## src/rtl/core/peak_to_peak_energy_meter_unit_defines.svh

```systemverilog
// Assertion macros for the top-level meter file in the core.
`ifndef PEAK_TO_PEAK_ENERGY_METER_UNIT_DEFINES_SVH
`define PEAK_TO_PEAK_ENERGY_METER_UNIT_DEFINES_SVH

// Same-cycle implication, clocked on i_clk and disabled while in reset.
`define P2PEM_ASSERT_IMP(lbl, ante, cons) \
    lbl: assert property (@(posedge i_clk) disable iff (!i_rst_n) (ante) |-> (cons)) \
        else $error("p2pem assertion failed");

// Next-cycle implication, clocked on i_clk and disabled while in reset.
`define P2PEM_ASSERT_NXT(lbl, ante, cons) \
    lbl: assert property (@(posedge i_clk) disable iff (!i_rst_n) (ante) |=> (cons)) \
        else $error("p2pem assertion failed");

`endif

```

## src/rtl/core/p2pem_pkg.sv

```systemverilog
package p2pem_pkg;

    localparam int SAMPLE_BITS_DEF = 10;
    localparam int ENERGY_BITS_DEF = 40;

    localparam int SAMPLE_FIELD_W = 10;
    localparam int IN_DATA_W      = 16;
    localparam int SCALE_W        = 16;
    localparam int CUR_W          = 15;
    localparam int VOLT_W         = 8;
    localparam int POWER_W        = 23;
    localparam int ENERGY_FIELD_W = 40;
    localparam int OUT_DATA_W     = 80;
    localparam int OUT_USER_W     = 2;

    localparam int CFG_ADDR_W = 3;
    localparam int CFG_DATA_W = 40;

    localparam logic [CFG_ADDR_W-1:0] REG_SCALE     = 3'd0;
    localparam logic [CFG_ADDR_W-1:0] REG_CUTOFF    = 3'd1;
    localparam logic [CFG_ADDR_W-1:0] REG_OVERCUR   = 3'd2;
    localparam logic [CFG_ADDR_W-1:0] REG_VOLTS     = 3'd3;
    localparam logic [CFG_ADDR_W-1:0] REG_ALARM_THR = 3'd4;

    localparam logic [SCALE_W-1:0]        SCALE_RST     = 16'd26806;
    localparam logic [CUR_W-1:0]          CUTOFF_RST    = 15'd160;
    localparam logic [CUR_W-1:0]          OVERCUR_RST   = 15'd6000;
    localparam logic [VOLT_W-1:0]         VOLTS_RST     = 8'd230;
    localparam logic [ENERGY_FIELD_W-1:0] ALARM_THR_RST = 40'd18000000;

    localparam int                 FRAC_BITS  = 10;
    localparam int                 ROUND_HALF = 512;
    localparam logic [CUR_W-1:0]   CUR_MAX    = 15'd32767;

    typedef struct packed {
        logic busy;
        logic done;
    } t_mul_status;

endpackage

```

## src/rtl/core/p2pem_peak.sv

```systemverilog
module p2pem_peak #(
    parameter int SAMPLE_BITS = p2pem_pkg::SAMPLE_BITS_DEF
) (
    input  logic                   i_clk,
    input  logic                   i_rst_n,
    input  logic                   i_en,
    input  logic                   i_clear,
    input  logic [SAMPLE_BITS-1:0] i_sample,
    output logic [SAMPLE_BITS-1:0] o_span
);
    import p2pem_pkg::*;

    logic [SAMPLE_BITS-1:0] r_high;
    logic [SAMPLE_BITS-1:0] r_low;
    logic [SAMPLE_BITS-1:0] n_high;
    logic [SAMPLE_BITS-1:0] n_low;

    always_comb begin
        n_high = (i_sample > r_high) ? i_sample : r_high;
        n_low  = (i_sample < r_low) ? i_sample : r_low;
        o_span = (n_high >= n_low) ? (n_high - n_low) : '0;
    end

    always_ff @(posedge i_clk) begin
        if (!i_rst_n) begin
            r_high <= '0;
            r_low  <= '1;
        end else if (i_en) begin
            if (i_clear) begin
                r_high <= '0;
                r_low  <= '1;
            end else begin
                r_high <= n_high;
                r_low  <= n_low;
            end
        end
    end

endmodule

```

## src/rtl/core/p2pem_mul.sv

```systemverilog
module p2pem_mul #(
    parameter int A_W = 16,
    parameter int B_W = 15
) (
    input  logic                    i_clk,
    input  logic                    i_rst_n,
    input  logic                    i_start,
    input  logic [A_W-1:0]          i_a,
    input  logic [B_W-1:0]          i_b,
    output p2pem_pkg::t_mul_status  o_status,
    output logic [A_W+B_W-1:0]      o_product
);
    import p2pem_pkg::*;

    localparam int PW    = A_W + B_W;
    localparam int CNT_W = $clog2(B_W + 1);

    logic [PW-1:0]    r_p;
    logic [A_W-1:0]   r_a;
    logic [CNT_W-1:0] r_cnt;
    logic             r_done;
    logic [A_W:0]     n_upper;

    // The multiplier sits in the low bits and retires one bit per step.
    always_comb begin
        n_upper = {1'b0, r_p[PW-1:B_W]} + (r_p[0] ? {1'b0, r_a} : '0);
    end

    always_ff @(posedge i_clk) begin
        if (!i_rst_n) begin
            r_cnt  <= '0;
            r_done <= 1'b0;
        end else begin
            r_done <= 1'b0;
            if (i_start) begin
                r_cnt <= CNT_W'(B_W);
            end else if (r_cnt != '0) begin
                r_cnt <= r_cnt - CNT_W'(1);
                if (r_cnt == CNT_W'(1)) begin
                    r_done <= 1'b1;
                end
            end
        end
    end

    always_ff @(posedge i_clk) begin
        if (i_start) begin
            r_p <= {{A_W{1'b0}}, i_b};
            r_a <= i_a;
        end else if (r_cnt != '0) begin
            r_p <= {n_upper, r_p[B_W-1:1]};
        end
    end

    assign o_status.busy = (r_cnt != '0);
    assign o_status.done = r_done;
    assign o_product     = r_p;

endmodule

```

## src/rtl/core/peak_to_peak_energy_meter_unit.sv

```systemverilog
// Peak-to-peak current and energy meter. Each input beat carries one ADC sample in tdata
// and tlast marks the last sample of a window; only that beat yields a result beat, which
// carries the current, power and energy totals in tdata and the over-current and one-shot
// energy alarm flags in tuser. A sample without tlast is accepted while the block is idle.
// After a closing sample no new sample is taken until its result beat is registered:
// the bit-serial shift-and-add multiplier retires one bit a cycle and is run twice, once for
// the scaled span and once for the power. The user is to write configuration registers
// through the plain write port while the block is idle; the block does not enforce this.
`include "peak_to_peak_energy_meter_unit_defines.svh"

module peak_to_peak_energy_meter_unit #(
    parameter int SAMPLE_BITS = p2pem_pkg::SAMPLE_BITS_DEF,
    parameter int ENERGY_BITS = p2pem_pkg::ENERGY_BITS_DEF
) (
    input  logic                                i_clk,
    input  logic                                i_rst_n,
    input  logic                                s_axis_tvalid,
    output logic                                s_axis_tready,
    // tdata: sample [9:0], zero padding above.
    input  logic [p2pem_pkg::IN_DATA_W-1:0]     s_axis_tdata,
    input  logic                                s_axis_tlast,
    output logic                                m_axis_tvalid,
    input  logic                                m_axis_tready,
    // tdata: current_ma [14:0], power_mw [37:15], energy_mj [77:38], zero padding above.
    output logic [p2pem_pkg::OUT_DATA_W-1:0]    m_axis_tdata,
    // tuser: overcurrent [0], energy_alarm [1].
    output logic [p2pem_pkg::OUT_USER_W-1:0]    m_axis_tuser,
    input  logic                                i_cfg_we,
    input  logic [p2pem_pkg::CFG_ADDR_W-1:0]    i_cfg_addr,
    input  logic [p2pem_pkg::CFG_DATA_W-1:0]    i_cfg_wdata
);
    import p2pem_pkg::*;

    localparam int IN_W   = (SAMPLE_BITS > SAMPLE_FIELD_W) ? SAMPLE_BITS : SAMPLE_FIELD_W;
    localparam int MB_W   = (SAMPLE_BITS > CUR_W) ? SAMPLE_BITS : CUR_W;
    localparam int PW     = SCALE_W + MB_W;
    localparam int SH_W   = PW + 1 - FRAC_BITS;
    localparam int CMP_W  = (ENERGY_BITS > ENERGY_FIELD_W) ? ENERGY_BITS : ENERGY_FIELD_W;

    localparam logic [2:0] ST_IDLE   = 3'd0;
    localparam logic [2:0] ST_MUL1   = 3'd1;
    localparam logic [2:0] ST_SCALE  = 3'd2;
    localparam logic [2:0] ST_MUL2   = 3'd3;
    localparam logic [2:0] ST_ENERGY = 3'd4;
    localparam logic [2:0] ST_ALARM  = 3'd5;
    localparam logic [2:0] ST_OUT    = 3'd6;

    logic [2:0]                r_state;
    logic [2:0]                n_state;
    logic [SCALE_W-1:0]        r_scale;
    logic [CUR_W-1:0]          r_cutoff;
    logic [CUR_W-1:0]          r_overcur;
    logic [VOLT_W-1:0]         r_volts;
    logic [ENERGY_FIELD_W-1:0] r_alarm_thr;

    logic [CUR_W-1:0]          r_cur;
    logic                      r_over;
    logic [POWER_W-1:0]        r_power;
    logic [ENERGY_BITS-1:0]    r_energy;
    logic                      r_alarm;
    logic                      r_alarm_done;
    logic                      r_out_valid;
    logic [OUT_DATA_W-1:0]     r_out_data;
    logic [OUT_USER_W-1:0]     r_out_user;

    logic                      in_accept;
    logic [IN_W-1:0]           sample_ext;
    logic [SAMPLE_BITS-1:0]    span;
    logic                      mul_start;
    logic [SCALE_W-1:0]        mul_a;
    logic [MB_W-1:0]           mul_b;
    t_mul_status               mul_status;
    logic [PW-1:0]             mul_product;
    logic [PW:0]               rounded;
    logic [SH_W-1:0]           shifted;
    logic [CUR_W-1:0]          n_cur;
    logic [ENERGY_BITS:0]      energy_sum;
    logic                      out_free;

    assign s_axis_tready = (r_state == ST_IDLE);
    assign in_accept     = s_axis_tvalid && s_axis_tready;
    assign sample_ext    = IN_W'(s_axis_tdata[SAMPLE_FIELD_W-1:0]);
    assign out_free      = !r_out_valid || m_axis_tready;

    p2pem_peak #(
        .SAMPLE_BITS(SAMPLE_BITS)
    ) u_peak (
        .i_clk    (i_clk),
        .i_rst_n  (i_rst_n),
        .i_en     (in_accept),
        .i_clear  (s_axis_tlast),
        .i_sample (sample_ext[SAMPLE_BITS-1:0]),
        .o_span   (span)
    );

    p2pem_mul #(
        .A_W(SCALE_W),
        .B_W(MB_W)
    ) u_mul (
        .i_clk     (i_clk),
        .i_rst_n   (i_rst_n),
        .i_start   (mul_start),
        .i_a       (mul_a),
        .i_b       (mul_b),
        .o_status  (mul_status),
        .o_product (mul_product)
    );

    always_comb begin
        rounded = {1'b0, mul_product} + (PW+1)'(ROUND_HALF);
        shifted = rounded[PW:FRAC_BITS];
        n_cur   = (shifted > SH_W'(CUR_MAX)) ? CUR_MAX : shifted[CUR_W-1:0];
        if (n_cur < r_cutoff) begin
            n_cur = '0;
        end
        energy_sum = {1'b0, r_energy} + (ENERGY_BITS+1)'(mul_product[POWER_W-1:0]);
    end

    always_comb begin
        mul_start = 1'b0;
        mul_a     = r_scale;
        mul_b     = MB_W'(span);
        n_state   = r_state;
        case (r_state)
            ST_IDLE: begin
                if (in_accept && s_axis_tlast) begin
                    mul_start = 1'b1;
                    n_state   = ST_MUL1;
                end
            end
            ST_MUL1: begin
                if (mul_status.done) begin
                    n_state = ST_SCALE;
                end
            end
            ST_SCALE: begin
                mul_start = 1'b1;
                mul_a     = SCALE_W'(r_volts);
                mul_b     = MB_W'(n_cur);
                n_state   = ST_MUL2;
            end
            ST_MUL2: begin
                if (mul_status.done) begin
                    n_state = ST_ENERGY;
                end
            end
            ST_ENERGY: n_state = ST_ALARM;
            ST_ALARM:  n_state = ST_OUT;
            ST_OUT: begin
                if (out_free) begin
                    n_state = ST_IDLE;
                end
            end
            default:   n_state = ST_IDLE;
        endcase
    end

    always_ff @(posedge i_clk) begin
        if (!i_rst_n) begin
            r_state      <= ST_IDLE;
            r_scale      <= SCALE_RST;
            r_cutoff     <= CUTOFF_RST;
            r_overcur    <= OVERCUR_RST;
            r_volts      <= VOLTS_RST;
            r_alarm_thr  <= ALARM_THR_RST;
            r_energy     <= '0;
            r_alarm_done <= 1'b0;
            r_out_valid  <= 1'b0;
        end else begin
            r_state <= n_state;
            if (i_cfg_we) begin
                case (i_cfg_addr)
                    REG_SCALE:     r_scale     <= i_cfg_wdata[SCALE_W-1:0];
                    REG_CUTOFF:    r_cutoff    <= i_cfg_wdata[CUR_W-1:0];
                    REG_OVERCUR:   r_overcur   <= i_cfg_wdata[CUR_W-1:0];
                    REG_VOLTS:     r_volts     <= i_cfg_wdata[VOLT_W-1:0];
                    REG_ALARM_THR: r_alarm_thr <= i_cfg_wdata[ENERGY_FIELD_W-1:0];
                    default: ;
                endcase
            end
            if (r_state == ST_ENERGY) begin
                r_energy <= energy_sum[ENERGY_BITS] ? '1 : energy_sum[ENERGY_BITS-1:0];
            end
            if (r_state == ST_ALARM && !r_alarm_done &&
                CMP_W'(r_energy) > CMP_W'(r_alarm_thr)) begin
                r_alarm_done <= 1'b1;
            end
            if (r_state == ST_OUT && out_free) begin
                r_out_valid <= 1'b1;
            end else if (m_axis_tready) begin
                r_out_valid <= 1'b0;
            end
        end
    end

    always_ff @(posedge i_clk) begin
        if (r_state == ST_SCALE) begin
            r_cur  <= n_cur;
            r_over <= (n_cur > r_overcur);
        end
        if (r_state == ST_ENERGY) begin
            r_power <= mul_product[POWER_W-1:0];
        end
        if (r_state == ST_ALARM) begin
            r_alarm <= !r_alarm_done && (CMP_W'(r_energy) > CMP_W'(r_alarm_thr));
        end
        if (r_state == ST_OUT && out_free) begin
            r_out_data <= {2'b00, ENERGY_FIELD_W'(r_energy), r_power, r_cur};
            r_out_user <= {r_alarm, r_over};
        end
    end

    assign m_axis_tvalid = r_out_valid;
    assign m_axis_tdata  = r_out_data;
    assign m_axis_tuser  = r_out_user;

    `P2PEM_ASSERT_IMP(a_mul_busy_in_mul_state, mul_status.busy,
                      r_state == ST_MUL1 || r_state == ST_MUL2)
    `P2PEM_ASSERT_NXT(a_close_starts_mul, in_accept && s_axis_tlast, r_state == ST_MUL1)
    `P2PEM_ASSERT_IMP(a_energy_monotonic, $past(i_rst_n), r_energy >= $past(r_energy))
    `P2PEM_ASSERT_IMP(a_alarm_marks_done, m_axis_tvalid && m_axis_tuser[1], r_alarm_done)

endmodule

```

## config.mk

```make
export PLATFORM = sky130hd
export DESIGN_NAME = peak_to_peak_energy_meter_unit
export DESIGN_NICKNAME = d
export VERILOG_FILES = /design/src/rtl/core/p2pem_pkg.sv /design/src/rtl/core/p2pem_peak.sv /design/src/rtl/core/p2pem_mul.sv /design/src/rtl/core/peak_to_peak_energy_meter_unit.sv
export VERILOG_INCLUDE_DIRS = /design/src /design/src/rtl/core
export SDC_FILE = /design/constraint.sdc
export NUM_CORES = 1
export LEC_CHECK = 0
export CAP_MARGIN = 20
export CORE_MARGIN = 3
export CORE_UTILIZATION = 50
export DETAILED_ROUTE_END_ITERATION = 10
export DONT_BUFFER_PORTS = 1
export HOLD_SLACK_MARGIN = 0.03
export PLACE_DENSITY = 0.7
export SYNTH_ARGS = -nofsm -noshare
export SYNTH_HDL_FRONTEND = slang
export SYNTH_SLANG_ARGS = --single-unit
```

## constraint.sdc

```tcl
create_clock -name i_clk -period 4.7 [get_ports i_clk]
set_clock_uncertainty 0.05 [all_clocks]
set_input_delay 0.235 -clock i_clk [delete_from_list [all_inputs] [get_ports i_clk]]
set_output_delay 0.235 -clock i_clk [all_outputs]
set_load 0.01 [all_outputs]
```

# Yosys cells after proc, flatten, opt, wreduce, memory -nomap -nowiden
# Cells that the tools add are included.
classes:
  order_cmp: 7
  reduce_logical: 21
  addsub: 5
  eq_ne: 15
  bitwise: 2
  n_mux: 25
op_table:
  columns: ["cell", "count"]
  rows:
  - ["15-bit 2-to-1 mux", 5]
  - ["10-bit 2-to-1 mux", 5]
  - ["40-bit by 23-bit adder with 41-bit output", 1]
  - ["40-bit greater-than comparator", 1]
  - ["40-bit 2-to-1 mux", 1]
  - ["31-bit by 10-bit adder with 32-bit output (second input constant)", 1]
  - ["22-bit by 15-bit greater-than comparator with 1-bit output (second input constant)", 1]
  - ["3-bit one-hot mux with 7 select lines", 1]
  - ["16-bit by 16-bit adder with 17-bit output", 1]
  - ["16-bit 2-to-1 mux", 1]
  - ["15-bit greater-than comparator", 1]
  - ["15-bit < comparator", 1]
  - ["3-bit by 2-bit equality test with 1-bit output (second input constant)", 4]
  - ["3-bit equality test (second input constant)", 4]
  - ["3-bit 2-to-1 mux", 4]
  - ["10-bit >= comparator", 1]
  - ["10-bit greater-than comparator", 1]
  - ["10-bit < comparator", 1]
  - ["2-bit AND reduction", 5]
  - ["10-bit subtractor", 1]
  - ["4-bit 2-to-1 mux", 2]
  - ["8-bit 2-to-1 mux", 1]
  - ["3-bit by 1-bit equality test with 1-bit output (second input constant)", 2]
  - ["1-bit logical AND", 6]
  - ["other kinds (14)", 23]
totals:
  reg_bits: 331
  wordCells: 98
  in_bits: 65
  output_inout_bits: 84

# Longest topological paths before layout
logic_depth:
  word_depth: 7
  depth_mapped: 26
  ltp_nobuf: 24

# By module
# From an unflattened synthesis, not the netlist that was laid out.
unflattened:
  cells_unflattened: 1772
  hier_area_um2: 17013.8
modules_own_cells:
  columns: ["mod", "cells_per_inst", "seq_area_each_um2", "area_per_inst_um2", "n_inst"]
  rows:
  - ["peak_to_peak_energy_meter_unit", 1276, 6386.1, 12313.1, 1]
  - ["p2pem_mul", 258, 1351.3, 2792.7, 1]
  - ["p2pem_peak", 238, 400.4, 1908.1, 1]

# Worst setup path after synthesis
# No wires, ideal clock.
synth_path:
  path_kind: "reg-to-reg"
  startpoint: "register r_state[0]"
  endpoint: "register r_out_data[0], in the netlist m_axis_tdata[0] (enable)"
  arrival_ns: 4.195
  slack_ns: -0.073
  setup_ns: 0.528
  n_path_buf: 1
  period_less_slack_ns: 4.773
  path_stages_with_launch: 4
  t_required_ns: 4.122
  path_cell_list: "dfxtp_1 clkbuf_1 nand3b_1 nor2b_1"
synth_between:
  elab_chain_cells: 2
synth_rtl:
  columns: ["element", "line", "rtl"]
  rows:
  - ["start: declaration", "peak_to_peak_energy_meter_unit.sv:48", "logic [2:0] r_state;"]
  - ["start signal: assignment", "peak_to_peak_energy_meter_unit.sv:170", "r_state <= n_state;"]
  - ["3-bit equality test", "peak_to_peak_energy_meter_unit.sv:207", "if (r_state == ST_OUT && out_free) begin"]
  - ["1-bit logical AND", "peak_to_peak_energy_meter_unit.sv:207", null]
  - ["end signal: assignment", "peak_to_peak_energy_meter_unit.sv:208", "r_out_data <= {2'b00, ENERGY_FIELD_W'(r_energy), r_power, r_cur};"]
  - ["end: declaration", "peak_to_peak_energy_meter_unit.sv:63", "logic [OUT_DATA_W-1:0] r_out_data;"]
# Every way passes these cells.
# A chain may end at the register's enable or synchronous reset.

# Final worst setup path
layout_path:
  startpoint: "register u_mul.r_p[15], in the netlist u_mul.o_product[15]"
  endpoint: "register r_over (data pin)"
layout_between:
  elab_chain_cells: 6
layout_rtl:
  columns: ["element", "line", "rtl"]
  rows:
  - ["start: declaration", "p2pem_mul.sv:18", "logic [PW-1:0] r_p;"]
  - ["start signal: assignment", "p2pem_mul.sv:48", "r_p <= {{A_W{1'b0}}, i_b};"]
  - ["start signal: assignment", "p2pem_mul.sv:51", "r_p <= {n_upper, r_p[B_W-1:1]};"]
  - ["31-bit by 10-bit adder with 32-bit output (*)", "peak_to_peak_energy_meter_unit.sv:110", "rounded = {1'b0, mul_product} + (PW+1)'(ROUND_HALF);"]
  - ["22-bit by 15-bit greater-than comparator with 1-bit output", "peak_to_peak_energy_meter_unit.sv:112", "n_cur = (shifted > SH_W'(CUR_MAX)) ? CUR_MAX : shifted[CUR_W-1:0];"]
  - ["15-bit 2-to-1 mux (*)", "peak_to_peak_energy_meter_unit.sv:112", null]
  - ["15-bit < comparator", "peak_to_peak_energy_meter_unit.sv:113", "if (n_cur < r_cutoff) begin"]
  - ["15-bit 2-to-1 mux (*)", "peak_to_peak_energy_meter_unit.sv:113", null]
  - ["net n_cur[2]", "peak_to_peak_energy_meter_unit.sv:76", "logic [CUR_W-1:0] n_cur;"]
  - ["15-bit greater-than comparator (*)", "peak_to_peak_energy_meter_unit.sv:199", "r_over <= (n_cur > r_overcur);"]
  - ["end signal: assignment", "peak_to_peak_energy_meter_unit.sv:199", null]
  - ["end: declaration", "peak_to_peak_energy_meter_unit.sv:57", "logic r_over;"]
# The timed path passes the listed nets; every way through them passes the cells marked *.

==> results.toml <==
[outcome]
status = "finished, final reports clean"

[critical_path]
cp.required_ns = 5.03
r2r-end = "r_over$_DFFE_PP_"
cp-startpoint = "u_mul.o_product[15]$_SDFFE_PP0N_"
critPathMaxStageDelay_ns = 0.44
start_kind = "flip-flop"
r2r_slack_ns = 0.12
crit_path_max_fanout = 7
ff2ff_path_depth = 21
cp.arrival_ns = 4.91
cp_slowest_cell = "dfxtp_1"
crit_chain = "nand4_1 -> nor3_2 -> nand4_1 -> mux2_4 -> nand2_2 -> ha_1 -> a2111oi_2 -> o21ai_1 -> o21ai_0 -> o211ai_1 -> a31oi_4 -> buf_4 -> nor2_1 -> ha_1 -> o21ai_0 -> nand2b_1 -> a21oi_1 -> o21ai_1 -> nand3_1 -> a211o_1 -> a21oi_2"
crit_path_end = "r_over$_DFFE_PP_"
crit_type = "reg2reg"
r2r-start = "u_mul.o_product[15]$_SDFFE_PP0N_"
end_kind = "flip-flop"

[placement]
hpwl_um = 30340
globalplace.congestion = 0.8890
dp_cells = 2125
port_buffers = 0
placedInstanceArea_um2 = 17220

[sta]
finalSetupViolCount = 0
rsz0062_at_grt = "true"
slew_headroom_pct = 32.39
fmax_mhz = 218.4
tightest_slew_ns = 1.010
final.period_utilization_pct = 97.43
report.final.slew_viol_count = 0
layout_min_cycle_time_ns = 4.579
finalHoldViolations = 0

[synth]
synth_area_leader_cell = "edfxtp_1"
yosysSeqAreaShare_pct = 48.82
async_flop_share_pct = 0
synth_edf_count = 151
yosysWarnings = 0
yosysTopAreaCellShare_pct = 27.20
synth_cells = 1713
netlist_top_cells_count = "nand2_1, dfxtp_1, a21oi_1"
syn_area_per_cell_um2 = 9.731
syn_area_um2 = 16670
synth.area.top_cells = "edfxtp_1, dfxtp_1, ha_1, nand2_1, a21oi_1"
synthMostInstantiatedCell = "nand2_1"
synth_cell_types = 74
ys.flop_type = "dfxtp_1"
synth_seq_cells = 331

[job]
maxCapViolCount = 0

[clocking]
htree_levels = 2
clock-sinks = 331
root_buffer = "clkbuf_16"
clk_path_buf_depth = 3
clk_latency_ns = 0.54
cts_buffers = 37
cts_tree = "built"
clkTransAtPathRegs_ns = 0.06

[floorplan]
die_y_um = 188.6
die_x_um = 188.6
core_area_um2 = 32700
die_area_um2 = 35560
initial_core_util_pct = 50.97
rows = 66
io_pins = 149

[drt]
vias = 13009
detail_route.wl_per_cell_um = 19.38
wl_um = 43970
drt.antenna.violating_nets = 0
dr.first_iter.drc_count = 1078
drc = 0
dr.pass1.iters = 5
via_per_inst = 5.733

[final_layout]
nets = 2002
layout.cells.non_filler = 2269
final_util_pct = 58.85
syn_to_final_growth_pct = 15.45
drive_above_1_share_pct = 9.051
design_area_um2 = 19240

[global_routing]
grt_max_degree = 69
grt_util_all_layers_pct = 24.15
grt_pass1_vias = 12384
grt_pass1_wl_um = 68190
grt_overflow = 0
antenna_found_initial = 5

[power_and_ir_drop]
vdd_drop_max_uv = 258.7
leakagePower_nw = 7.365
p_per_area_nw_per_um2 = 488.8

[min_path]
hold_class = "in2reg"
stage by stage:
stage	power, mW	hold slack [ns]	setup TNS, ns	worst slack [ns]
floorplan	5.387	0.3090	0	0.07126
global placement	6.143	0.2795	0	0.1734
detailed placement	6.229	0.2840	0	0.02927
CTS	9.228	0.03202	0	0.02620
global route	9.905	0.04871	-0.07501	-0.07501
finish	9.406	0.04808	0	0.1210
placed cells by master (no fill, tap or decap), types with 12 or more instances in the layout:
master         count
nor3_1            16
dfxtp_1          180
a31oi_1           29
nand3_1           41
a21o_1            23
and3_1            13
ha_1             139
o211ai_1          36
nand4_1           24
clkbuf_16         37
mux2i_1           12
edfxtp_1         151
a21oi_1          164
mux2_2            20
xor2_1            27
nand2_1          273
o21ai_0           75
inv_1            123
and2_1            25
xnor2_1           29
nand2b_1          14
nor2_1            72
dlygate4sd3_1     61
nor2b_1           16
buf_4             40
registers in the layout, summed over array words and instances, names as in the netlist, 10 cells and up:
register and cells:
u_peak.r_high 10, m_axis_tdata 78, r_alarm_thr 40, u_peak.r_low 10, u_mul.r_a 16, r_cutoff 15, r_overcur 15, r_cur 15
u_mul.o_product 31, r_power 23, r_scale 16, r_energy 40
how the worst min path moves through the flow:
| stage | end | depth (start not counted) | slack, ns | start |
|---|---|---|---|---|
| 2_1_floorplan | r_scale[11]$_SDFFE_PN1P_ | 2 | 0.31 | i_cfg_wdata[11] |
| 4_1_cts | u_peak.r_low[0]$_SDFFE_PN1P_ | 2 | 0.03 | s_axis_tlast |
| 6_report | u_peak.r_high[1]$_SDFFE_PN0P_ | 2 | 0.05 | s_axis_tdata[1] |
| 3_3_place_gp | r_scale[14]$_SDFFE_PN1P_ | 1 | 0.28 | i_rst_n |
| 5_1_grt | u_peak.r_high[1]$_SDFFE_PN0P_ | 2 | 0.05 | s_axis_tdata[1] |
| 3_5_place_dp | r_alarm_thr[20]$_SDFFE_PN1P_ | 1 | 0.28 | i_rst_n |
layer usage:
layer	track usage, %	part of all wire, %	wire (um)
met1	33.39	44	19410
met3	4.205	7.2	3179
met5	0	0.030	13
met4	9.166	3.7	1617
met2	38.14	45	19750
cells by family (layout without fill, tap and decap cells):
| family | count (synthesis) | after routing | synth area share, % |
|---|---|---|---|
| and+or+nand+nor | 548 | 548 | 15.48 |
| AOI/OAI and AO/OA | 410 | 411 | 15.22 |
| DFF | 331 | 331 | 48.82 |
| buffers and inverters | 190 | 297 | 4.451 |
| adders and majority gates | 143 | 143 | 10.87 |
| xor gates and xnor gates | 57 | 57 | 2.995 |
| muxes | 33 | 34 | 2.139 |
| other | 1 | 6 | 0.02250 |
cell type report:
class	count	area (um2)
antenna	4	10.01
clock buffer	47	983.4
clock inverter	21	229.0
fill	2834	13460
inverter	126	473.0
multi-input combinational	1195	7908
sequential	331	8138
tap	442	553.0
timing repair buffer	103	949.7
critical path, delay by kind of cell, from the launching register on:
family | cells | cell delay [ns]
buffers and inverters | 1 | 0.17
AOI/OAI and AO/OA | 10 | 1.76
adders and majority gates | 2 | 0.56
and+or+nand+nor | 7 | 1.03
DFF | 1 | 0.44
muxes | 1 | 0.41
power breakdown:
part	switching (mW)	internal [mW]	total (mW)
clock network	1.19	1.72	2.91
registers	0.219	3.31	3.53
logic	1.75	1.22	2.97
repair_timing:
| action | 4_1_cts | 5_1_grt |
|---|---|---|
| hold buffers | 62 | 0 |
| endpoints found under the hold margin | 144 | 0 |
| endpoints found under the setup margin | 1 | 4 |
| pin swaps | 0 | 8 |
| setup buffers | 1 | 7 |
| gates cloned | 0 | 2 |
| gates resized for setup | 0 | 24 |
Power figures use the tool's default switching activity.
